### src/rtl/pck_pkg.sv
// Shared types, field widths and default sizes of the planar colour-key compositor.
package pck_pkg;

  localparam int REQ_W     = 2;
  localparam int PLANE_W   = 3;
  localparam int SLOT_W    = 2;
  localparam int ADDR_W    = 16;
  localparam int BYTE_W    = 8;
  localparam int COL_W     = 5;
  localparam int LINE_W    = 8;
  localparam int POS_W     = 9;
  localparam int PIX_IDX_W = 3;
  localparam int CFG_IDX_W = 1;
  localparam int CFG_DAT_W = 2;

  localparam int NUM_PLANES  = 8;
  localparam int PLANE_DEPTH = 6144;
  localparam int PLANE_AW    = 13;
  localparam int PAPER_LINES = 192;

  localparam int DEF_NUM_BACKGROUNDS = 4;
  localparam int DEF_IMG_W           = 320;
  localparam int DEF_IMG_H           = 200;
  localparam int DEF_PAPER_X0        = 48;
  localparam int DEF_PAPER_Y0        = 48;

  typedef enum logic [REQ_W-1:0] {
    REQ_PLANE_WR = 2'd0,
    REQ_BG_WR    = 2'd1,
    REQ_RENDER   = 2'd2,
    REQ_NOP      = 2'd3
  } req_type_e;

  typedef enum logic [CFG_IDX_W-1:0] {
    CFG_BG_ENABLE = 1'd0,
    CFG_BG_SELECT = 1'd1
  } cfg_reg_e;

  // One operation as it travels down the pipeline; a render item becomes
  // eight of these, one per pixel.
  typedef struct packed {
    req_type_e              kind;
    logic [PLANE_W-1:0]     plane;
    logic [SLOT_W-1:0]      bg_slot;
    logic [ADDR_W-1:0]      mem_addr;
    logic [BYTE_W-1:0]      wr_data;
    logic [COL_W-1:0]       column;
    logic [LINE_W-1:0]      line;
    logic [PIX_IDX_W-1:0]   idx;
  } op_t;

  // Swap address bits 5-7 with bits 8-10.
  function automatic logic [PLANE_AW-1:0] swap_addr(input logic [PLANE_AW-1:0] a);
    swap_addr = {a[12:11], a[7:5], a[10:8], a[4:0]};
  endfunction

endpackage

### src/rtl/pck_in_if.sv
// Request channel: valid/ready handshake with the write and render fields.
interface pck_in_if;
  import pck_pkg::*;

  logic                 valid;
  logic                 ready;
  logic [REQ_W-1:0]     req_type;
  logic [PLANE_W-1:0]   plane;
  logic [SLOT_W-1:0]    bg_slot;
  logic [ADDR_W-1:0]    mem_addr;
  logic [BYTE_W-1:0]    wr_data;
  logic [COL_W-1:0]     column;
  logic [LINE_W-1:0]    line;

  modport source (output valid, req_type, plane, bg_slot, mem_addr, wr_data, column, line,
                  input ready);
  modport sink   (input valid, req_type, plane, bg_slot, mem_addr, wr_data, column, line,
                  output ready);
endinterface

### src/rtl/pck_expand.sv
// Front stage: take request items and issue one operation per write item or per pixel of a render.
module pck_expand (
  input  logic          clk,
  input  logic          rst,
  input  logic          adv,
  pck_in_if.sink        req,
  output logic          op_valid,
  output pck_pkg::op_t  op
);
  import pck_pkg::*;

  op_t  cur;
  logic cur_valid;
  logic last_op;
  logic take;
  logic useful;

  always_comb begin
    last_op   = (cur.kind != REQ_RENDER) || (cur.idx == '1);
    req.ready = !cur_valid || (adv && last_op);
    take      = req.valid && req.ready;
    useful    = (req.req_type == REQ_PLANE_WR) || (req.req_type == REQ_BG_WR) ||
                ((req.req_type == REQ_RENDER) && (req.line < LINE_W'(PAPER_LINES)));
    op_valid  = cur_valid;
    op        = cur;
  end

  always_ff @(posedge clk) begin
    if (rst) begin
      cur_valid <= 1'b0;
    end else if (take) begin
      cur_valid <= useful;
    end else if (adv && last_op) begin
      cur_valid <= 1'b0;
    end
  end

  always_ff @(posedge clk) begin
    if (take) begin
      cur.kind     <= req_type_e'(req.req_type);
      cur.plane    <= req.plane;
      cur.bg_slot  <= req.bg_slot;
      cur.mem_addr <= req.mem_addr;
      cur.wr_data  <= req.wr_data;
      cur.column   <= req.column;
      cur.line     <= req.line;
      cur.idx      <= '0;
    end else if (adv && cur_valid && !last_op) begin
      cur.idx <= cur.idx + PIX_IDX_W'(1);
    end
  end

endmodule

### src/flat_wrapper.sv
// flat-port wrapper written by rule: the top's interface ports become plain ports
module pck_expand_flat import pck_pkg::*;
  (clk, rst, adv, op_valid, op, req_valid, req_req_type, req_plane, req_bg_slot, req_mem_addr, req_wr_data, req_column, req_line, req_ready);
  pck_in_if req_i ();
  input  logic clk;
  input  logic rst;
  input  logic adv;
  output logic op_valid;
  output pck_pkg::op_t op;
  input wire logic [$bits(req_i.valid)-1:0] req_valid;
  input wire logic [$bits(req_i.req_type)-1:0] req_req_type;
  input wire logic [$bits(req_i.plane)-1:0] req_plane;
  input wire logic [$bits(req_i.bg_slot)-1:0] req_bg_slot;
  input wire logic [$bits(req_i.mem_addr)-1:0] req_mem_addr;
  input wire logic [$bits(req_i.wr_data)-1:0] req_wr_data;
  input wire logic [$bits(req_i.column)-1:0] req_column;
  input wire logic [$bits(req_i.line)-1:0] req_line;
  output wire logic [$bits(req_i.ready)-1:0] req_ready;
  assign req_i.valid = req_valid;
  assign req_i.req_type = req_req_type;
  assign req_i.plane = req_plane;
  assign req_i.bg_slot = req_bg_slot;
  assign req_i.mem_addr = req_mem_addr;
  assign req_i.wr_data = req_wr_data;
  assign req_i.column = req_column;
  assign req_i.line = req_line;
  assign req_ready = req_i.ready;
  pck_expand u_core (.clk(clk), .rst(rst), .adv(adv), .req(req_i), .op_valid(op_valid), .op(op));
endmodule
### config.mk
export PLATFORM = sky130hd
export DESIGN_NAME = pck_expand_flat
export DESIGN_NICKNAME = d
export VERILOG_FILES = /design/src/rtl/pck_pkg.sv /design/src/rtl/pck_in_if.sv /design/src/rtl/pck_expand.sv /design/src/flat_wrapper.sv
export SDC_FILE = /design/constraint.sdc
export NUM_CORES = 1
export LEC_CHECK = 0
export ABC_AREA = 1
export BUFFER_PORTS_ARGS = -buffer_cell sky130_fd_sc_hd__buf_4
export CAP_MARGIN = 10
export CORE_MARGIN = 2
export CORE_UTILIZATION = 47
export CTS_BUF_LIST = sky130_fd_sc_hd__clkbuf_8
export DETAILED_ROUTE_END_ITERATION = 10
export PLACE_DENSITY = 0.87
export SLEW_MARGIN = 25
export SYNTH_ARGS = -nofsm -noshare
export SYNTH_HDL_FRONTEND = slang
export SYNTH_SLANG_ARGS = --single-unit
### constraint.sdc
create_clock -name clk -period 7.7 [get_ports clk]
set_input_delay 1.54 -clock clk [delete_from_list [all_inputs] [get_ports clk]]
set_output_delay 1.54 -clock clk [all_outputs]
set_load 0.02 [all_outputs]
* Word level (Yosys, flattened, before mapping)
Cells that the tools add are included.
** Storage, ports and cells
- Bits of input ports :: 48
- Register bits after elaboration :: 48
- Word-level logic and storage cells :: 30
- Output and inout port bits :: 49
** Cells by class
- Equal/unequal tests :: 4
- Add/sub/neg operators :: 1
- Multiplexer cells :: 2
- Reductions and logical operators :: 13
- Magnitude comparators :: 1
** Operators with widths (count)
- $lt 8x8->1 const B :: 1
- $logic_and 1x1->1 :: 5
- $logic_or 1x1->1 :: 4
- $add 3x1->3 const B :: 1
- $eq 3x3->1 const B :: 1
- $eq 2x1->1 const B :: 1
- $eq 2x2->1 const B :: 1
- $logic_not 1->1 :: 2
- $logic_not 2->1 :: 1
- $mux 1 :: 2
- $ne 2x2->1 const B :: 1
- $reduce_bool 2->1 :: 1

* Depth between registers and ports, before layout
- Depth in word-level cells :: 6
- Depth in mapped cells :: 9
- Depth with buffers taken out :: 9

* Worst setup path before layout
OpenSTA, ideal clock, no wires.
- Kind :: input to register
- From :: in adv
- To :: reg u_core.cur, in the netlist u_core.op[10], enable pin
- Path buffers :: 0
- Stages on the path :: 2
- Slack :: 3.442 ns
- Arrival time :: 3.796 ns
- Setup time :: 0.462 ns
- Cells stage by stage :: nand2_1 > a21oi_1
** On the way
- Word-level cells in the longest chain between the ends :: 3
** RTL lines
- start: declaration :: RTL line flat_wrapper.sv:7 : input logic adv;
- $logic_and 1x1->1 :: RTL line pck_expand.sv:20 : req.ready = !cur_valid || (adv && last_op);
- $logic_or 1x1->1 :: RTL line pck_expand.sv:20
- $logic_and 1x1->1 :: RTL line pck_expand.sv:21 : take = req.valid && req.ready;
- net u_core.take :: RTL line pck_expand.sv:15 : logic take;
- end: declaration :: RTL line pck_expand.sv:12 : op_t cur;
The timed path passes the listed nets, and every way through them passes these cells.
A chain may end at the register's enable or synchronous reset.

* Worst setup path after layout
- From :: in adv
- To :: out req_ready
** On the way
- Word-level cells in the longest chain between the ends :: 2
** RTL lines
- $logic_and 1x1->1 :: RTL line pck_expand.sv:20
- $logic_or 1x1->1 :: RTL line pck_expand.sv:20
- end: declaration :: RTL line flat_wrapper.sv:18 : output wire logic [$bits(req_i.ready)-1:0] req_ready;
Every way passes these cells.

==> flow_metrics.env <==
export IMPL_status="finished, final reports clean"
export IMPL_internal_power_uw=401
export IMPL_fin_crit_sh_pct=46.7
export IMPL_synth_seq_cells=48
export IMPL_grtUsageMet2_pct=38.9
export IMPL_gp_congestion=0.717
export IMPL_end_kind="output port"
export IMPL_drtAntennaViolNets=0
export IMPL_hold_ws_ns=0.558
export IMPL_p_per_area_mw_per_mm2=213
export IMPL_worst_path_buf_inv=2
export IMPL_synthToLayoutAreaGrowth_pct=56.2
export IMPL_worst_pin_slew_ns=0.540
export IMPL_pwr_share_comb_pct=13.9
export IMPL_drive_gt1_share_pct=56.0
export IMPL_switching_share_pct=23.4
export IMPL_async_reset_ff_share_pct=0
export IMPL_drt_iter0_markers=40
export IMPL_num_vias=1089
export IMPL_rows=20
export IMPL_rsz0062_at_grt="false"
export IMPL_grt_pass1_wl_um=5260
export IMPL_crit_fanout=3
export IMPL_crit_family="buffers and inverters"
export IMPL_synth_nets=136
export IMPL_io_buffer_count=96
export IMPL_n_antenna_cell=0
export IMPL_synthDistinctLibCells=9
export IMPL_gr_total_overflow=0
export IMPL_slew_headroom_pct=64.0
export IMPL_hold_viol=0
export IMPL_clkLatencyLatePin_ns=0.30
export IMPL_yosys_most_used_dff="edfxtp_1"
export IMPL_core_mm2=0.00313
export IMPL_firstDrtPassIters=4
export IMPL_syn_area_mm2=0.00157
export IMPL_synth_commonest_cells="edfxtp_1, nand2_1, inv_1, nand3_1, dfxtp_1"
export IMPL_utilization_pct=78.4
export IMPL_synth_adder_area_share_pct=1.59
export IMPL_clock_power_share_pct=27.1
export IMPL_yosysMostFrequentCell="edfxtp_1"
export IMPL_timing_fmax_ghz=0.278
export IMPL_synth_mux_area_share_pct=0
export IMPL_yosysWarningCount=0
export IMPL_nets=240
export IMPL_die_y_um=61.8
export IMPL_via_per_inst=4.63
export IMPL_io_pins=97
export IMPL_cts_setup_buffers=0
export IMPL_synth_area_leaders="edfxtp_1, dfxtp_1, nand2_1, inv_1, ha_1"
export IMPL_p_seq_share_pct=59.0
export IMPL_synth_top_area_cell="edfxtp_1"
export IMPL_syn_instance_count=86
export IMPL_setup_viol=0
export IMPL_drv_slew=0
export IMPL_antenna_found_initial=0
export IMPL_first_global_vias=985
export IMPL_htreeDepth=2
export IMPL_numCtsBuffers=5
export IMPL_crit_type="primary input to output port"
export IMPL_yosysSeqAreaShare_pct=89.2
export IMPL_die_x_um=61.8
export IMPL_cts_resized=0
export IMPL_synth_xor_area_share_pct=0
export IMPL_cellLeakagePower_uw=0.00111
export IMPL_synth_compound_area_share_pct=0.637
export IMPL_grt_usage_pct=21.0
export IMPL_dieArea_mm2=0.00382
export IMPL_grt_use_met1_pct=22.9
export IMPL_setup_tns_ns=0
export IMPL_p_sw_uw=122
export IMPL_cts_hold_buf=0
export IMPL_totalWireLength_um=3880
export IMPL_arrival_ns=2.05
export IMPL_dp_hpwl_um=3150
export IMPL_cpMaxStageDelayCell="buf_4"
export IMPL_synthSimpleGateAreaFrac_pct=6.37
export IMPL_met3_usage_pct=6.00
export IMPL_path_cells="buf_4, nand2_1, nand2_1, buf_4"
export IMPL_grt_busiest_layer="met2"
export IMPL_vdd_ir_drop_max_mv=0.165
export IMPL_grt_max_degree=46
export IMPL_n_fill_cell=180
export IMPL_cts_max_path_buffers=2
export IMPL_yosys_area_top_type_share_pct=84.1
export IMPL_synth_edf_count=44
export IMPL_cts_tree="yes"
export IMPL_syn_avg_cell_area_um2=18.3
export IMPL_worst_setup_path_start_kind="primary input"
export IMPL_min_path_type="flop to flop"
export IMPL_synth_top_family_by_area="simple AND/OR/NAND/NOR gates"
export IMPL_start_util_pct=50.2
export IMPL_clkTransAtPathRegs_ns=0.08
export IMPL_cts_root_buf="clkbuf_8"
export IMPL_drv_cap=0
export IMPL_wl_per_cell_um=16.5
export IMPL_clkSinkCount=48
export IMPL_crit_required_ns=6.16
export IMPL_skew_ns=0.00951
export IMPL_drcViolationCount=0
export IMPL_period_needed_ns=3.59
export IMPL_critical_path_max_stage_delay_ns=0.18
worst register-to-register path: cells and delay by family, from the launching register on:
family          cells  cell delay (ns)
buf+inv             2             0.53
flops               1             0.39
fa+ha+maj           2             0.31
simple gates        2             0.16
compound gates      1             0.12
power by group through the flow:
| stage | Clock [µW] | Combinational, µW | Sequential, µW |
|---|---|---|---|
| after floorplan | 0 | 8.41 | 334 |
| after global placement | 0 | 71.2 | 313 |
| final | 142 | 72.9 | 309 |
| after global routing | 153 | 77.6 | 310 |
| after detailed placement | 0 | 73.7 | 315 |
| after CTS | 146 | 73.7 | 309 |
state kept, by name, summed over array words and instances, names as in the netlist:
signal / cells
u_core.op: 47
u_core.op_valid: 1
metrics by stage:
stage	power [µW]	instances	cell area, µm²	setup slack [ns]
global placement	385	227	2360	4.14
CTS	528	235	2450	4.10
floorplan	342	86	1570	3.44
detailed placement	388	227	2360	4.10
finish	523	235	2450	4.11
global route	541	235	2450	4.05
layer usage:
layer	part of all wire, %	wire, µm
met4	1.5	57
met3	11	419
met1	35	1350
met2	53	2060
met5	0	0
kinds of logic after synthesis:
group | count (synthesis)
AO/OA/AOI/OAI | 2
adder cells (fa/ha/maj) | 2
buffers and inverters | 9
AND/OR/NAND/NOR | 25
flip-flops | 48
area by class of cell:
cell class / instances / area [µm²] / share of cell area (%)
clock buffers: 5 / 68.8 / 2.81
clock inverters: 3 / 18.8 / 0.765
multi-input cells: 29 / 146 / 5.97
flip-flops and latches: 48 / 1400 / 57.1
inverters: 9 / 33.8 / 1.38
well taps: 44 / 55.1 / 2.24
repair buffers: 97 / 728 / 29.7
path summary, 6_finish.rpt:
path                                                start                         to  slack (ns)  depth (start not counted)
worst min register to register  u_core.op[2]$_SDFFE_PP0P_  u_core.op[2]$_SDFFE_PP0P_        0.56                          4
worst max-delay path                                  adv                  req_ready        4.11                          4
worst max register to register  u_core.op[0]$_SDFFE_PP0P_    u_core.op[15]$_DFFE_PP_        5.82                          7
worst min-delay path            u_core.op[2]$_SDFFE_PP0P_  u_core.op[2]$_SDFFE_PP0P_        0.56                          4
cells in the final DEF (no fill, tap or decap):
| cell type | n |
|---|---|
| clkbuf_8 | 5 |
| nor2_1 | 3 |
| nand2_1 | 17 |
| nand3_1 | 5 |
| clkinv_2 | 2 |
| dfxtp_1 | 4 |
| a21oi_4 | 1 |
| buf_4 | 97 |
| ha_1 | 2 |
| inv_2 | 1 |
| inv_1 | 8 |
| a21oi_1 | 1 |
| clkinv_4 | 1 |
| edfxtp_1 | 44 |
Power figures use the tool's default switching activity.
