### src/rtl/pck_pkg.sv
// Shared types, field widths and default sizes of the planar colour-key compositor.
package pck_pkg;

  localparam int REQ_W     = 2;
  localparam int PLANE_W   = 3;
  localparam int SLOT_W    = 2;
  localparam int ADDR_W    = 16;
  localparam int BYTE_W    = 8;
  localparam int COL_W     = 5;
  localparam int LINE_W    = 8;
  localparam int POS_W     = 9;
  localparam int PIX_IDX_W = 3;
  localparam int CFG_IDX_W = 1;
  localparam int CFG_DAT_W = 2;

  localparam int NUM_PLANES  = 8;
  localparam int PLANE_DEPTH = 6144;
  localparam int PLANE_AW    = 13;
  localparam int PAPER_LINES = 192;

  localparam int DEF_NUM_BACKGROUNDS = 4;
  localparam int DEF_IMG_W           = 320;
  localparam int DEF_IMG_H           = 200;
  localparam int DEF_PAPER_X0        = 48;
  localparam int DEF_PAPER_Y0        = 48;

  typedef enum logic [REQ_W-1:0] {
    REQ_PLANE_WR = 2'd0,
    REQ_BG_WR    = 2'd1,
    REQ_RENDER   = 2'd2,
    REQ_NOP      = 2'd3
  } req_type_e;

  typedef enum logic [CFG_IDX_W-1:0] {
    CFG_BG_ENABLE = 1'd0,
    CFG_BG_SELECT = 1'd1
  } cfg_reg_e;

  // One operation as it travels down the pipeline; a render item becomes
  // eight of these, one per pixel.
  typedef struct packed {
    req_type_e              kind;
    logic [PLANE_W-1:0]     plane;
    logic [SLOT_W-1:0]      bg_slot;
    logic [ADDR_W-1:0]      mem_addr;
    logic [BYTE_W-1:0]      wr_data;
    logic [COL_W-1:0]       column;
    logic [LINE_W-1:0]      line;
    logic [PIX_IDX_W-1:0]   idx;
  } op_t;

  // Swap address bits 5-7 with bits 8-10.
  function automatic logic [PLANE_AW-1:0] swap_addr(input logic [PLANE_AW-1:0] a);
    swap_addr = {a[12:11], a[7:5], a[10:8], a[4:0]};
  endfunction

endpackage

### src/rtl/pck_addr.sv
// Address stage: plane and background addresses and write qualifiers.
module pck_addr #(
  parameter int NUM_BACKGROUNDS = pck_pkg::DEF_NUM_BACKGROUNDS,
  parameter int IMG_W           = pck_pkg::DEF_IMG_W,
  parameter int IMG_H           = pck_pkg::DEF_IMG_H,
  localparam int BG_AW          = $clog2(NUM_BACKGROUNDS * IMG_W * IMG_H)
) (
  input  logic                          clk,
  input  logic                          rst,
  input  logic                          adv,
  input  logic                          bg_enable,
  input  logic [pck_pkg::SLOT_W-1:0]    bg_select,
  input  logic                          in_valid,
  input  pck_pkg::op_t                  in_op,
  output logic                          out_valid,
  output pck_pkg::op_t                  out_op,
  output logic [pck_pkg::PLANE_AW-1:0]  plane_addr,
  output logic [BG_AW-1:0]              bg_addr,
  output logic                          wr_ok,
  output logic                          key_ok
);
  import pck_pkg::*;

  localparam int IMG_BYTES = IMG_W * IMG_H;
  localparam int BG_X0     = IMG_W / 2 - 128;
  localparam int BG_Y0     = IMG_H / 2 - 96;

  logic [PLANE_AW-1:0] plane_addr_next;
  logic [BG_AW-1:0]    bg_addr_next;
  logic [BG_AW-1:0]    img_off;
  logic [SLOT_W-1:0]   slot;
  logic                wr_ok_next;
  logic                key_ok_next;

  always_comb begin
    if (in_op.kind == REQ_RENDER) begin
      plane_addr_next = swap_addr({in_op.line[PLANE_AW-COL_W-1:0], in_op.column});
    end else begin
      plane_addr_next = in_op.mem_addr[PLANE_AW-1:0];
    end

    if (in_op.kind == REQ_BG_WR) begin
      slot    = in_op.bg_slot;
      img_off = BG_AW'(in_op.mem_addr);
    end else begin
      slot    = bg_select;
      img_off = (BG_AW'(BG_Y0) + BG_AW'(in_op.line)) * BG_AW'(IMG_W) + BG_AW'(BG_X0) +
                BG_AW'({in_op.column, in_op.idx});
    end
    bg_addr_next = BG_AW'(slot) * BG_AW'(IMG_BYTES) + img_off;

    case (in_op.kind)
      REQ_PLANE_WR: wr_ok_next = 32'(in_op.mem_addr) < 32'(PLANE_DEPTH);
      REQ_BG_WR:    wr_ok_next = (32'(in_op.mem_addr) < 32'(IMG_BYTES)) &&
                                 (32'(in_op.bg_slot) < 32'(NUM_BACKGROUNDS));
      default:      wr_ok_next = 1'b0;
    endcase

    key_ok_next = bg_enable && (32'(bg_select) < 32'(NUM_BACKGROUNDS));
  end

  always_ff @(posedge clk) begin
    if (rst) begin
      out_valid <= 1'b0;
    end else if (adv) begin
      out_valid <= in_valid;
    end
  end

  always_ff @(posedge clk) begin
    if (adv) begin
      out_op     <= in_op;
      plane_addr <= plane_addr_next;
      bg_addr    <= bg_addr_next;
      wr_ok      <= wr_ok_next;
      key_ok     <= key_ok_next;
    end
  end

endmodule

### config.mk
export PLATFORM = sky130hd
export DESIGN_NAME = pck_addr
export DESIGN_NICKNAME = d
export VERILOG_FILES = /design/src/rtl/pck_pkg.sv /design/src/rtl/pck_addr.sv
export SDC_FILE = /design/constraint.sdc
export NUM_CORES = 1
export LEC_CHECK = 0
export ABC_AREA = 1
export BUFFER_PORTS_ARGS = -buffer_cell sky130_fd_sc_hd__buf_4
export CAP_MARGIN = 20
export CORE_ASPECT_RATIO = 1.1
export CORE_MARGIN = 4
export CORE_UTILIZATION = 50
export CTS_BUF_LIST = sky130_fd_sc_hd__clkbuf_4 sky130_fd_sc_hd__clkbuf_8 sky130_fd_sc_hd__clkbuf_16
export DETAILED_ROUTE_END_ITERATION = 16
export PLACE_DENSITY_LB_ADDON = 0.08
export SLEW_MARGIN = 30
export SYNTH_ARGS = -nofsm -noshare
export SYNTH_HDL_FRONTEND = slang
export SYNTH_SLANG_ARGS = --single-unit
### constraint.sdc
create_clock -name clk -period 4.8 [get_ports clk]
set_clock_uncertainty 0.05 [all_clocks]
set_input_delay 0.24 -clock clk [delete_from_list [all_inputs] [get_ports clk]]
set_output_delay 0.24 -clock clk [all_outputs]
set_load 0.01 [all_outputs]
## Yosys cells after proc, flatten, opt, wreduce, memory -nomap -nowiden

Index checks and enable logic that the tools add are counted.

- Bits in latches: 0
- Word-level logic and storage cells: 28
- Memories: 0
- Bits in read-only memories: 0
- Input bits: 54
- RAM bits: 0
- Output and inout bits: 81
- Register bits after elaboration: 81

- Multiplexer cells: 4
- Eq/ne operators: 2
- Magnitude comparators: 2
- Add/sub/neg operators: 4
- Div/mod/pow operators: 0
- Bitwise logic cells: 0
- Reduce and logical (&&, ||, !) cells: 1
- Shifts and indexed selects: 0
- Multiply operators: 2

Operator list:

| operator | number |
|---|---|
| adder 18 bit | 1 |
| adder 18 x 6 -> 18 bit (second input constant) | 1 |
| adder 18 x 8 -> 18 bit | 1 |
| two-way mux 18 bit | 1 |
| less-than comparator 16 x 13 -> 1 bit (second input constant) | 1 |
| less-than comparator 16 bit (second input constant) | 1 |
| two-way mux 13 bit | 1 |
| multiplier 9 x 3 -> 12 bit (second input constant) | 1 |
| adder 3 x 8 -> 9 bit (first input constant) | 1 |
| multiplier 2 x 7 -> 9 bit (second input constant) | 1 |
| == test 2 x 1 -> 1 bit (second input constant) | 1 |
| == test 2 bit (second input constant) | 1 |
| zero test 2 bit | 1 |
| two-way mux 2 bit | 1 |
| one-hot mux 1 bit (2 select lines) | 1 |

## Logic depth before layout (Yosys ltp)

- Word-level depth: 6
- Mapped depth: 29
- Depth with buffers taken out: 29

## Worst setup path after synthesis

Ideal clock, no wire load.

- Path kind: input to register
- Start point: input in_op[5] (netlist name)
- End point: register bg_addr[17] (data pin)
- Data required time: 4.501 ns
- Setup slack: 1.118 ns
- Data arrival time: 3.383 ns
- Library setup time: 0.249 ns
- Path buffers: 0
- Stages: 22
- Path through: ha_1 > ha_1 > ha_1 > fa_1 > nand3_4 > nor2_4 > nand3_2 > nor2_4 > nand2_2 > nor2_4 > nor2_1 > nand2_1 > o21ai_0 > ha_1 > inv_1 > nor3_1 > nand2_1 > nand3_1 > xor2_1 > nand2_1 > nand2_1 > inv_1

- Word-level cells in the longest chain between the ends: 6

RTL lines:

| element | RTL line | source |
|---|---|---|
| start, declared | pck_addr.sv:14 | `input pck_pkg::op_t in_op,` |
| adder 3 x 8 -> 9 bit | pck_addr.sv:47 | `img_off = (BG_AW'(BG_Y0) + BG_AW'(in_op.line)) * BG_AW'(IMG_W) + BG_AW'(BG_X0) +` |
| multiplier 9 x 3 -> 12 bit | pck_addr.sv:47 |  |
| adder 18 x 6 -> 18 bit | pck_addr.sv:47 |  |
| adder 18 x 8 -> 18 bit | pck_addr.sv:47 |  |
| two-way mux 18 bit | pck_addr.sv:42 | `if (in_op.kind == REQ_BG_WR) begin` |
| adder 18 bit | pck_addr.sv:50 | `bg_addr_next = BG_AW'(slot) * BG_AW'(IMG_BYTES) + img_off;` |
| named net bg_addr_next[17] | pck_addr.sv:29 | `logic [BG_AW-1:0] bg_addr_next;` |
| end signal, assigned | pck_addr.sv:74 | `bg_addr <= bg_addr_next;` |
| end, declared | pck_addr.sv:18 | `output logic [BG_AW-1:0] bg_addr,` |

The timed path passes the listed nets, and every way through them passes these cells.
A chain may end at the register's enable or synchronous reset.

## Worst setup path after layout

Same ends and word-level chain as after synthesis.

==> impl_metrics.tcl <==
set metrics [dict create \
    post-synth-top-area-cell "edfxtp_1" \
    final_layout_size_suffix_gt1_frac 0.3321 \
    viasPerCell 4.907 \
    hold_class "input port to flip-flop" \
    period_share 0.7815 \
    pwr-share-seq 0.474 \
    crit_path_max_incr_delay_ns 0.60 \
    cp_max_fo 4 \
    first_pass_iters 4 \
    synthesis.instances 363 \
    synth_area_per_cell_um2 11.12 \
    cp-end-kind "flip-flop" \
    gp_congestion 0.8317 \
    cp_cell_sequence "buf_4, ha_1, ha_1, ha_1, fa_1, nand3_4, nor2_4, nand3_2, nor2_4, nand2_2, nor2_4, nor2_1, nand2_1, o21ai_0, ha_1, inv_1, nor3_1, nand2_1, nand3_1, xor2_1, nand2_1, nand2_1, inv_1" \
    worst-path-buf-inv 3 \
    tightest_slew_ns 0.7205 \
    rows 34 \
    synth-seq-cells 81 \
    dieArea_um2 9573 \
    cp_slowest_cell "fa_1" \
    initial_utilization 0.5127 \
    synth.area.top_cells "edfxtp_1, ha_1, nand2_1, inv_1, o21ai_0" \
    maxSlewHeadroom 0.5197 \
    dp_hpwl_um 7129 \
    grt-ovfl-total 0 \
    die_y_um 102.2 \
    cp_top_family "adder cells" \
    clk_pin_slew_ns 0.09 \
    drcViolationCount 0 \
    intPower_uw 1326 \
    grt_pass1_wl_um 15060 \
    vias 3116 \
    cts_made_buffers 9 \
    n_antenna_cell 0 \
    root_buffer "clkbuf_8" \
    switching_share 0.3027 \
    yosysMostFrequentCell "nand2_1" \
    drv_cap 0 \
    syn_to_final_growth_pct 37.12 \
    p_sw_uw 575.6 \
    cts_tree "built" \
    core_area_um2 7870 \
    antenna_found_initial 0 \
    async_reset_ff_frac 0 \
    finalHoldViolations 0 \
    cts_resized 0 \
    leakagePower_uw 0.002535 \
    netlist_top_cells_count "nand2_1, edfxtp_1, inv_1, ha_1, o21ai_0" \
    grt_pass1_vias 3159 \
    worstSetupStartpointType "input port" \
    ant_nets 0 \
    ys_seq_area_frac 0.6003 \
    comb_power_share 0.288 \
    wl_per_cell_um 15.04 \
    path_class "input port to flip-flop" \
    clkSinkCount 81 \
    maxSlewViolCount 0 \
    io_pins 135 \
    status "completed" \
    synth_fp_nets 446 \
    fin_nets 605 \
    finalSetupViolations 0 \
    syn-cell-area_um2 4035 \
    worst_slack_ns 1.049 \
    yosys_most_used_dff "edfxtp_1" \
    dpl_worst_slack_ns 0.6671 \
    clockBufferDepth 2 \
    grt.total_usage 0.2048 \
    irDropWorstVdd_mv 0.1837 \
    yosysWarnings 0 \
    drt_iter0_markers 138 \
    p_clk_frac 0.239 \
    synth.distinct_cells 32 \
    dieWidth_um 93.66 \
    p_per_area_nw_per_um2 343.7 \
    drt_wl_total_um 9551 \
    synth_edf_count 80 \
    period_needed_ns 3.751 \
    critPathArrivalTime_ns 3.82 \
    clk_latency_ns 0.35 \
    h-tree-depth 3 \
    grt_start_max_net_pins 82 \
    tns_ns 0 \
    port_buffers 134 \
    rsz0062_at_grt "no" \
    fmax_ghz 0.2666 \
    synth_top_area_share 0.5953 \
    worstPathRequired_ns 4.87 \
]
-- placed cells by master (no fill, tap or decap), types with 2 or more instances in the layout --
cell | netlist | routed
mux2_2 | 4 | 4
nand3_2 | 2 | 2
o21ai_0 | 26 | 26
nor2_1 | 23 | 22
or2_2 | 2 | 2
dlygate4sd3_1 | 0 | 18
buf_4 | 0 | 134
xor2_1 | 8 | 8
fa_1 | 3 | 3
inv_1 | 42 | 42
nand2_4 | 2 | 2
a21oi_1 | 12 | 12
nand2_1 | 86 | 86
clkinv_4 | 0 | 2
edfxtp_1 | 80 | 80
nand2_2 | 3 | 3
inv_6 | 0 | 2
nand3_1 | 18 | 18
nor3_1 | 2 | 2
clkbuf_8 | 0 | 9
nor2_4 | 3 | 3
nor4_1 | 2 | 2
clkinvlp_4 | 0 | 2
inv_2 | 3 | 3
ha_1 | 26 | 26
-- flip-flops by register name, indices dropped and copies added (netlist names) --
register / cells
out_valid: 1
key_ok: 1
out_op: 47
plane_addr: 13
wr_ok: 1
bg_addr: 18
-- path summary, 6_finish.rpt --
path	slack, ns	startpoint	end	depth (start not counted)
worst max-delay path	1.05	in_op[5]	bg_addr[17]$_DFFE_PP_	23
worst min-delay path	0.02	in_op[40]	out_op[40]$_DFFE_PP_	1
worst max register to register	4.12	out_valid$_SDFFE_PP0P_	out_valid$_SDFFE_PP0P_	2
worst min register to register	0.49	out_valid$_SDFFE_PP0P_	out_valid$_SDFFE_PP0P_	2
-- metal layers --
metal	vias up	track usage	part of all wire
li1	1554	-	-
met1	1461	0.2415	0.40
met2	90	0.3729	0.53
met3	11	0.04124	0.053
met4	0	0.07111	0.013
met5	-	0	0
-- final cells by class --
cell class              instances  area [µm²]
flip-flops and latches         81        2422
fillers                       598        2337
multi-input cells             232        1428
repair buffers                153        1197
inverters                      45       168.9
well taps                     108       135.1
clock buffers                  10       131.4
clock inverters                 6       50.05
-- repair_timing --
action / in CTS / in global routing
endpoints found under the hold margin: 18 / 0
setup buffers: 0 / 0
hold buffers: 18 / 0
-- stage by stage --
stage | total power [µW] | instances | hold WS, ns | util | cell area (µm²)
4_1_cts | 1919 | 635 | 0.0003584 | 0.7025 | 5529
3_5_place_dp | 1454 | 601 | 0.3579 | 0.6566 | 5167
3_3_place_gp | 1439 | 601 | 0.3471 | 0.6566 | 5167
5_1_grt | 2015 | 635 | 0.001446 | 0.7030 | 5533
6_report | 1901 | 635 | 0.02251 | 0.7030 | 5533
2_1_floorplan | 1215 | 363 | 0.2624 | - | 4035
-- cells by family after synthesis --
family                     synth area share
and+or+nand+nor                      0.1647
DFF                                  0.6003
AOI/OAI and AO/OA                   0.05581
buffers and inverters               0.04651
adders and majority gates           0.09550
xor gates and xnor gates            0.02357
muxes                               0.01364
-- worst reg2reg max path, stage by stage (launching register included) --
cell	delay [ns]
dfxtp_1	0.32
mux2i_1	0.15
nor2_1	0.06
-- power groups by stage --
stage	Clock, µW	Sequential, µW	Combinational, µW
floorplan	0	960	254
global placement	0	915	524
detailed placement	0	918	536
CTS	467	902	550
global route	496	909	611
finish	454	901	547
Note: power is estimated with default switching activity, not from simulation.
