<file path="src/rtl/pck_pkg.sv">
// Shared types, field widths and default sizes of the planar colour-key compositor.
package pck_pkg;

  localparam int REQ_W     = 2;
  localparam int PLANE_W   = 3;
  localparam int SLOT_W    = 2;
  localparam int ADDR_W    = 16;
  localparam int BYTE_W    = 8;
  localparam int COL_W     = 5;
  localparam int LINE_W    = 8;
  localparam int POS_W     = 9;
  localparam int PIX_IDX_W = 3;
  localparam int CFG_IDX_W = 1;
  localparam int CFG_DAT_W = 2;

  localparam int NUM_PLANES  = 8;
  localparam int PLANE_DEPTH = 6144;
  localparam int PLANE_AW    = 13;
  localparam int PAPER_LINES = 192;

  localparam int DEF_NUM_BACKGROUNDS = 4;
  localparam int DEF_IMG_W           = 320;
  localparam int DEF_IMG_H           = 200;
  localparam int DEF_PAPER_X0        = 48;
  localparam int DEF_PAPER_Y0        = 48;

  typedef enum logic [REQ_W-1:0] {
    REQ_PLANE_WR = 2'd0,
    REQ_BG_WR    = 2'd1,
    REQ_RENDER   = 2'd2,
    REQ_NOP      = 2'd3
  } req_type_e;

  typedef enum logic [CFG_IDX_W-1:0] {
    CFG_BG_ENABLE = 1'd0,
    CFG_BG_SELECT = 1'd1
  } cfg_reg_e;

  // One operation as it travels down the pipeline; a render item becomes
  // eight of these, one per pixel.
  typedef struct packed {
    req_type_e              kind;
    logic [PLANE_W-1:0]     plane;
    logic [SLOT_W-1:0]      bg_slot;
    logic [ADDR_W-1:0]      mem_addr;
    logic [BYTE_W-1:0]      wr_data;
    logic [COL_W-1:0]       column;
    logic [LINE_W-1:0]      line;
    logic [PIX_IDX_W-1:0]   idx;
  } op_t;

  // Swap address bits 5-7 with bits 8-10.
  function automatic logic [PLANE_AW-1:0] swap_addr(input logic [PLANE_AW-1:0] a);
    swap_addr = {a[12:11], a[7:5], a[10:8], a[4:0]};
  endfunction

endpackage

</file>
<file path="src/rtl/pck_out_if.sv">
// Pixel channel: valid/ready handshake with field position and palette index.
interface pck_out_if;
  import pck_pkg::*;

  logic               valid;
  logic               ready;
  logic [POS_W-1:0]   pixel_x;
  logic [POS_W-1:0]   pixel_y;
  logic [BYTE_W-1:0]  pixel_color;
  logic               last_pixel;

  modport source (output valid, pixel_x, pixel_y, pixel_color, last_pixel, input ready);
  modport sink   (input valid, pixel_x, pixel_y, pixel_color, last_pixel, output ready);
endinterface

</file>
<file path="src/rtl/pck_compose.sv">
// Output stage: transpose plane bits into a colour, apply the key, hold the pixel.
module pck_compose #(
  parameter int PAPER_X0 = pck_pkg::DEF_PAPER_X0,
  parameter int PAPER_Y0 = pck_pkg::DEF_PAPER_Y0
) (
  input  logic                                                clk,
  input  logic                                                rst,
  output logic                                                adv,
  input  logic                                                in_valid,
  input  pck_pkg::op_t                                        in_op,
  input  logic                                                in_key,
  input  logic [pck_pkg::NUM_PLANES-1:0][pck_pkg::BYTE_W-1:0] plane_q,
  input  logic [pck_pkg::BYTE_W-1:0]                          bg_q,
  pck_out_if.source                                           pix
);
  import pck_pkg::*;

  logic [BYTE_W-1:0] color;
  logic [BYTE_W-1:0] color_next;
  logic [PIX_IDX_W-1:0] bit_sel;
  logic pix_valid;

  always_comb begin
    adv     = !pix_valid || pix.ready;
    bit_sel = ~in_op.idx;
    for (int j = 0; j < NUM_PLANES; j++) begin
      color[j] = plane_q[j][bit_sel];
    end
    color_next = ((color == '0) && in_key) ? bg_q : color;
    pix.valid  = pix_valid;
  end

  always_ff @(posedge clk) begin
    if (rst) begin
      pix_valid <= 1'b0;
    end else if (adv) begin
      pix_valid <= in_valid && (in_op.kind == REQ_RENDER);
    end
  end

  always_ff @(posedge clk) begin
    if (adv) begin
      pix.pixel_x     <= POS_W'(PAPER_X0) + POS_W'({in_op.column, in_op.idx});
      pix.pixel_y     <= POS_W'(PAPER_Y0) + POS_W'(in_op.line);
      pix.pixel_color <= color_next;
      pix.last_pixel  <= (in_op.idx == '1);
    end
  end

endmodule

</file>
<file path="src/flat_wrapper.sv">
// flat-port wrapper written by rule: the top's interface ports become plain ports
module pck_compose_flat import pck_pkg::*;
#(
  parameter int PAPER_X0 = pck_pkg::DEF_PAPER_X0,
  parameter int PAPER_Y0 = pck_pkg::DEF_PAPER_Y0
)
  (clk, rst, adv, in_valid, in_op, in_key, plane_q, bg_q, pix_valid, pix_pixel_x, pix_pixel_y, pix_pixel_color, pix_last_pixel, pix_ready);
  pck_out_if pix_i ();
  input  logic clk;
  input  logic rst;
  output logic adv;
  input  logic in_valid;
  input  pck_pkg::op_t in_op;
  input  logic in_key;
  input  logic [pck_pkg::NUM_PLANES-1:0][pck_pkg::BYTE_W-1:0] plane_q;
  input  logic [pck_pkg::BYTE_W-1:0] bg_q;
  output wire logic [$bits(pix_i.valid)-1:0] pix_valid;
  output wire logic [$bits(pix_i.pixel_x)-1:0] pix_pixel_x;
  output wire logic [$bits(pix_i.pixel_y)-1:0] pix_pixel_y;
  output wire logic [$bits(pix_i.pixel_color)-1:0] pix_pixel_color;
  output wire logic [$bits(pix_i.last_pixel)-1:0] pix_last_pixel;
  input wire logic [$bits(pix_i.ready)-1:0] pix_ready;
  assign pix_valid = pix_i.valid;
  assign pix_pixel_x = pix_i.pixel_x;
  assign pix_pixel_y = pix_i.pixel_y;
  assign pix_pixel_color = pix_i.pixel_color;
  assign pix_last_pixel = pix_i.last_pixel;
  assign pix_i.ready = pix_ready;
  pck_compose #(.PAPER_X0(PAPER_X0), .PAPER_Y0(PAPER_Y0)) u_core (.clk(clk), .rst(rst), .adv(adv), .in_valid(in_valid), .in_op(in_op), .in_key(in_key), .plane_q(plane_q), .bg_q(bg_q), .pix(pix_i));
endmodule
</file>
<file path="config.mk">
export PLATFORM = sky130hd
export DESIGN_NAME = pck_compose_flat
export DESIGN_NICKNAME = d
export VERILOG_FILES = /design/src/rtl/pck_pkg.sv /design/src/rtl/pck_out_if.sv /design/src/rtl/pck_compose.sv /design/src/flat_wrapper.sv
export SDC_FILE = /design/constraint.sdc
export NUM_CORES = 1
export LEC_CHECK = 0
export BUFFER_PORTS_ARGS = -buffer_cell sky130_fd_sc_hd__buf_4
export CORE_UTILIZATION = 35
export DETAILED_ROUTE_END_ITERATION = 6
export HOLD_SLACK_MARGIN = 0.12
export PLACE_DENSITY_LB_ADDON = 0.05
export RECOVER_POWER = 25
export SLEW_MARGIN = 20
export SYNTH_ARGS = -nofsm -noshare
export SYNTH_HDL_FRONTEND = slang
export SYNTH_SLANG_ARGS = --single-unit
</file>
<file path="constraint.sdc">
create_clock -name clk -period 2.1 [get_ports clk]
set_clock_uncertainty 0.15 [all_clocks]
set_input_delay 0 -clock clk [delete_from_list [all_inputs] [get_ports clk]]
set_output_delay 0 -clock clk [all_outputs]
set_load 0.03 [all_outputs]
</file>
After elaboration in Yosys (flattened, before gate mapping)

Cells that the tools add are included.

Memory bits (read-only): 0
Register bits after elaboration: 28
Input port bits: 124
Memories: 0
RAM bits: 0
Bits in latches: 0

Magnitude comparators: 1
Equal/unequal tests: 2
Shift operators: 0
Bitwise gates (word level): 1
Multipliers: 0
Reduce and logical (&&, ||, !) cells: 5
Multiplexer cells: 17
Add/sub/neg operators: 2
Div/mod/pow operators: 0

Operator list:

| operator                                            | count |
|---|---|
| binary-select mux 1 bit (select 3 bit)              | 8 |
| adder 6 x 8 -> 9 bit (first input constant)         | 2 |
| logical NOT 8 bit                                   | 1 |
| 2-to-1 mux 1 bit                                    | 8 |
| 2-to-1 mux 8 bit                                    | 1 |
| < comparator 3 x 4 -> 1 bit (second input constant) | 1 |
| == test 3 bit (second input constant)               | 1 |
| NOT 3 bit                                           | 1 |
| == test 2 bit (second input constant)               | 1 |
| logical AND 1 bit                                   | 2 |
| logical NOT 1 bit                                   | 1 |
| logical OR 1 bit                                    | 1 |

Longest topological paths before layout

Word-level depth: 6
Depth in mapped cells: 6

Worst setup path before layout

No wires, ideal clock.

Path type: register to register
Start: register u_core.pix_valid (netlist: u_core.pix.valid)
End: register u_core.pix.last_pixel (enable)
Clock period less this slack: 1868 ps
Buffers on the path: 0
Arrival: 1200 ps
Slack: 232 ps
Stages on the path, launching flop included: 2
Library setup time: 518 ps
Cell sequence: dfxtp_1 -> nand2b_1

Word-level cells in the longest chain between the ends: 2

Ends and longest elaborated chain:

| item                   | line               | RTL |
|---|---|---|
| from (decl)            | pck_compose.sv:21  | `logic pix_valid;` |
| from (signal assigned) | pck_compose.sv:37  | `pix_valid <= in_valid && (in_op.kind == REQ_RENDER);` |
| logical NOT 1 bit      | pck_compose.sv:24  | `adv = !pix_valid \|\| pix.ready;` |
| logical OR 1 bit       | pck_compose.sv:24  |  |
| via adv                | flat_wrapper.sv:11 | `output logic adv;` |
| to (signal assigned)   | pck_compose.sv:46  | `pix.last_pixel <= (in_op.idx == '1);` |
| to (decl)              | pck_out_if.sv:12   | `modport source (output valid, pixel_x, pixel_y, pixel_color, last_pixel, input ready);` |

The timed path passes the listed nets, and every way through them passes these cells.
A chain may end at the register's enable or synchronous reset.

Worst setup path after layout

Start: input in_op[2] (netlist name)
End: register u_core.pix.pixel_color[3], data pin

Word-level cells in the longest chain between the ends: 6

Ends and longest elaborated chain:

| item                                   | line               | RTL |
|---|---|---|
| from (decl)                            | flat_wrapper.sv:13 | `input pck_pkg::op_t in_op;` |
| NOT 3 bit (*)                          | pck_compose.sv:25  | `bit_sel = ~in_op.idx;` |
| binary-select mux 1 bit (select 3 bit) | pck_compose.sv:27  | `color[j] = plane_q[j][bit_sel];` |
| 2-to-1 mux 1 bit (not written as such) | pck_compose.sv:27  |  |
| logical NOT 8 bit                      | pck_compose.sv:29  | `color_next = ((color == '0) && in_key) ? bg_q : color;` |
| logical AND 1 bit                      | pck_compose.sv:29  |  |
| 2-to-1 mux 8 bit (*)                   | pck_compose.sv:29  |  |
| via u_core.color_next[3]               | pck_compose.sv:19  | `logic [BYTE_W-1:0] color_next;` |
| to (signal assigned)                   | pck_compose.sv:45  | `pix.pixel_color <= color_next;` |
| to (decl)                              | pck_out_if.sv:12   |  |

Mark *: on every way through the listed nets, which the timed path passes. The rest lies on a longest branch. The select of a mux whose other input is x is not followed.

==> run metrics <==
Pwr Total=around 1.5 mW; number of synthesized register bits=28; Via-to-Cell Ratio=4.90; Cells after DPL=278; syn_nets=roughly 230; initial core utilization=36.3%; full die area=between 5000 and 6000 µm²; # fillers=370; P_leak=approximately 1.3 nW; min-delay worst type=in2reg; synthesized area per cell=16.1 µm²; Area after DPL=approximately 2600 µm²; max_cap viols=0; drt initial violations=49; largest net degree at the start of global routing=30; RD Place Congestion=roughly 0.8; Row Count=25; first-pass GRT wire length=about 6600 µm; Final #Nets=between 300 and 400; drt total wl=4240 µm; Worst Tran Pin Value=~0.40 ns; Post-Route Setup TNS=0 ns; Final Non-Filler Cells=approximately 310; Root Buffer Master=clkbuf_8; gr usage total=around 16%; max_slew headroom=between 70% and 80%; Synth area leaders=edfxtp_1 (48%), mux4_2 (15%), mux2i_4 (5.3%); critical path required time=between 2 and 2.5 ns; Final Max Slew Viols=0; core area=4690 µm²; DR pass1 iterations=4; critical-path maximum fanout=18; mux cell area share after synthesis=29.2%; Port Buffers=roughly 120; Synth top area share=a little under half; ANT cells=0; post-synthesis sequential area ratio=between 40% and 50%; Worst VDD drop=0.000238 V; via count of the routed design=about 1500; Max Clock Freq=roughly 500 MHz; count of unique library cells instantiated by Yosys=32; Setup crit end kind=flop; die outline height=71.8 µm; Adder-Cell Fraction of Synth Area=~1.5%; final hold viol count=0; CP Class=in2reg; PD cells=around 520 nW/µm²; Synth Area in Simple Gates=6.83%; # setup viols final=0; Clk pin slew, worst setup/hold paths=approximately 0.08 ns; synthesized area=~1700 µm²; antenna violations before repair=0; vias in the first global route=1562; post-route antenna net violation count=0; placed wire-length estimate=approximately 3100 µm; Post-synth EDFFs=27; FF+latch area=831 µm²; Residual DRC=0; RSZ-0062 raised after global routing=false; CP Data Arrival Time=1.93 ns; clk buf depth=2; Die W=a little over 70 µm; final worst path period need=2.00 ns; area occupied by multi-input gates=just over 800 µm²; GRT overflow=0; CTS buffer count=3; ys async rst share=0%; Synth Area in XOR/XNOR=between 2 and 2.5%; Final Cell Area=slightly below 3000 µm²; Post-synth top flop=edfxtp_1; pre-CTS setup slack=0.0522 ns; CTS tree=yes; largest family of logic cells by synthesized area=multiplexers; warnings from Yosys=0; post-synth top area cell=edfxtp_1; H-Tree Depth=1; ratio of cells with drive above 1 in the final layout=a little over half; crit start category=input pin; Sink Count=28; Final WS setup=between 0.1 and 0.15 ns; I/O pin count=roughly 150; status=finished clean; share of the synthesized area in compound gates (AO/OA/AOI/OAI)=6.98%; post-synthesis cell count=roughly 110; average wire per standard cell=13.6 µm; Area Overhead vs Synth=73.3%; worst skew pair latency=about 0.26 ns; Tcrit/Tclk final=between 90% and 100%
critical path: stages:
cell and delay (ns):
dlygate4sd3_1 0.55, buf_6 0.21, mux4_2 0.34, mux2i_2 0.30, o2111ai_4 0.22, o31ai_1 0.30
cell type report:
class                   instances  share of cell area, %
inverters                       6                  0.762
repair buffers                153                   40.1
flip-flops and latches         28                   28.1
multi-input cells              66                   27.2
well taps                      54                   2.29
clock buffers                   4                   1.52
sequential cells by signal, summed over array words and instances (netlist names):
name / cells
u_core.pix.valid: 1
u_core.pix.pixel_color: 8
u_core.pix.pixel_y: 9
u_core.pix.pixel_x: 9
u_core.pix.last_pixel: 1
synthesized netlist by cell type (3+ instances only):
cell type,count
edfxtp_1,27
mux4_1,3
nand2_1,5
nand3_1,5
nand2b_1,3
mux4_2,11
mux2i_4,4
xnor2_1,4
buf_2,3
o31ai_1,7
inv_1,6
final timing paths:
kind	end	cells past startpoint	slack (ns)	startpoint
min reg2reg	u_core.pix.pixel_y[2]	2	0.69	u_core.pix.valid
max reg2reg	u_core.pix.valid	4	0.45	u_core.pix.valid
min	u_core.pix.last_pixel	2	0.14	in_op[0]
max	u_core.pix.pixel_color[3]	6	0.10	in_op[2]
per-layer routing:
| layer | vias to the layer above | global-route usage [%] | wire [µm] |
|---|---|---|---|
| met4 | 0 | 5.23 | 54 |
| li1 | 733 | - | - |
| met1 | 704 | 17.3 | 1580 |
| met3 | 6 | 2.11 | 293 |
| met2 | 81 | 32.7 | 2310 |
| met5 | - | 0 | 0 |
kinds of logic (layout without fill, tap and decap cells):
family,Yosys count,after routing
buf+inv,12,163
simple gates,20,20
flops,28,28
xor+xnor,4,4
fa+ha+maj,2,2
compound gates,15,15
mux,25,25
placed cells by master, fill, tap and decap left out, types with 2 or more instances in the layout:
cell | netlist | layout
clkbuf_1 | 0 | 12
clkbuf_8 | 0 | 3
mux2i_4 | 4 | 4
edfxtp_1 | 27 | 27
o21ai_0 | 2 | 2
o31ai_1 | 7 | 7
nand3_1 | 5 | 5
mux2i_2 | 2 | 2
inv_1 | 6 | 6
buf_4 | 0 | 105
nor2_1 | 2 | 2
clkbuf_4 | 0 | 7
nand2_1 | 5 | 5
ha_1 | 2 | 2
nand2b_1 | 3 | 3
dlygate4sd3_1 | 0 | 29
mux2i_1 | 2 | 2
xnor2_1 | 4 | 4
mux2_2 | 2 | 2
mux4_2 | 11 | 11
mux4_1 | 3 | 3
power by group:
part           internal (mW)  total (mW)  leakage (nW)  switching (mW)
logic                  0.290       0.553         0.954           0.262
registers              0.670       0.683         0.295          0.0128
clock network          0.136       0.286        0.0228           0.151
total                   1.10        1.52          1.27           0.426
what timing repair did:
action                                  CTS  global route
endpoints found under the setup margin    0             6
buffers inserted                          0             0
hold buffers                             29             0
gates resized for setup                   0             2
endpoints found under the hold margin    28             0
metrics by stage:
stage                     util, %  hold slack (ns)
after global routing         63.0            0.147
after floorplan                 -          -0.0809
after CTS                    63.5            0.128
after global placement       56.4          0.00697
final                        63.0            0.140
after detailed placement     56.4           0.0227
Power figures use the tool's default switching activity.
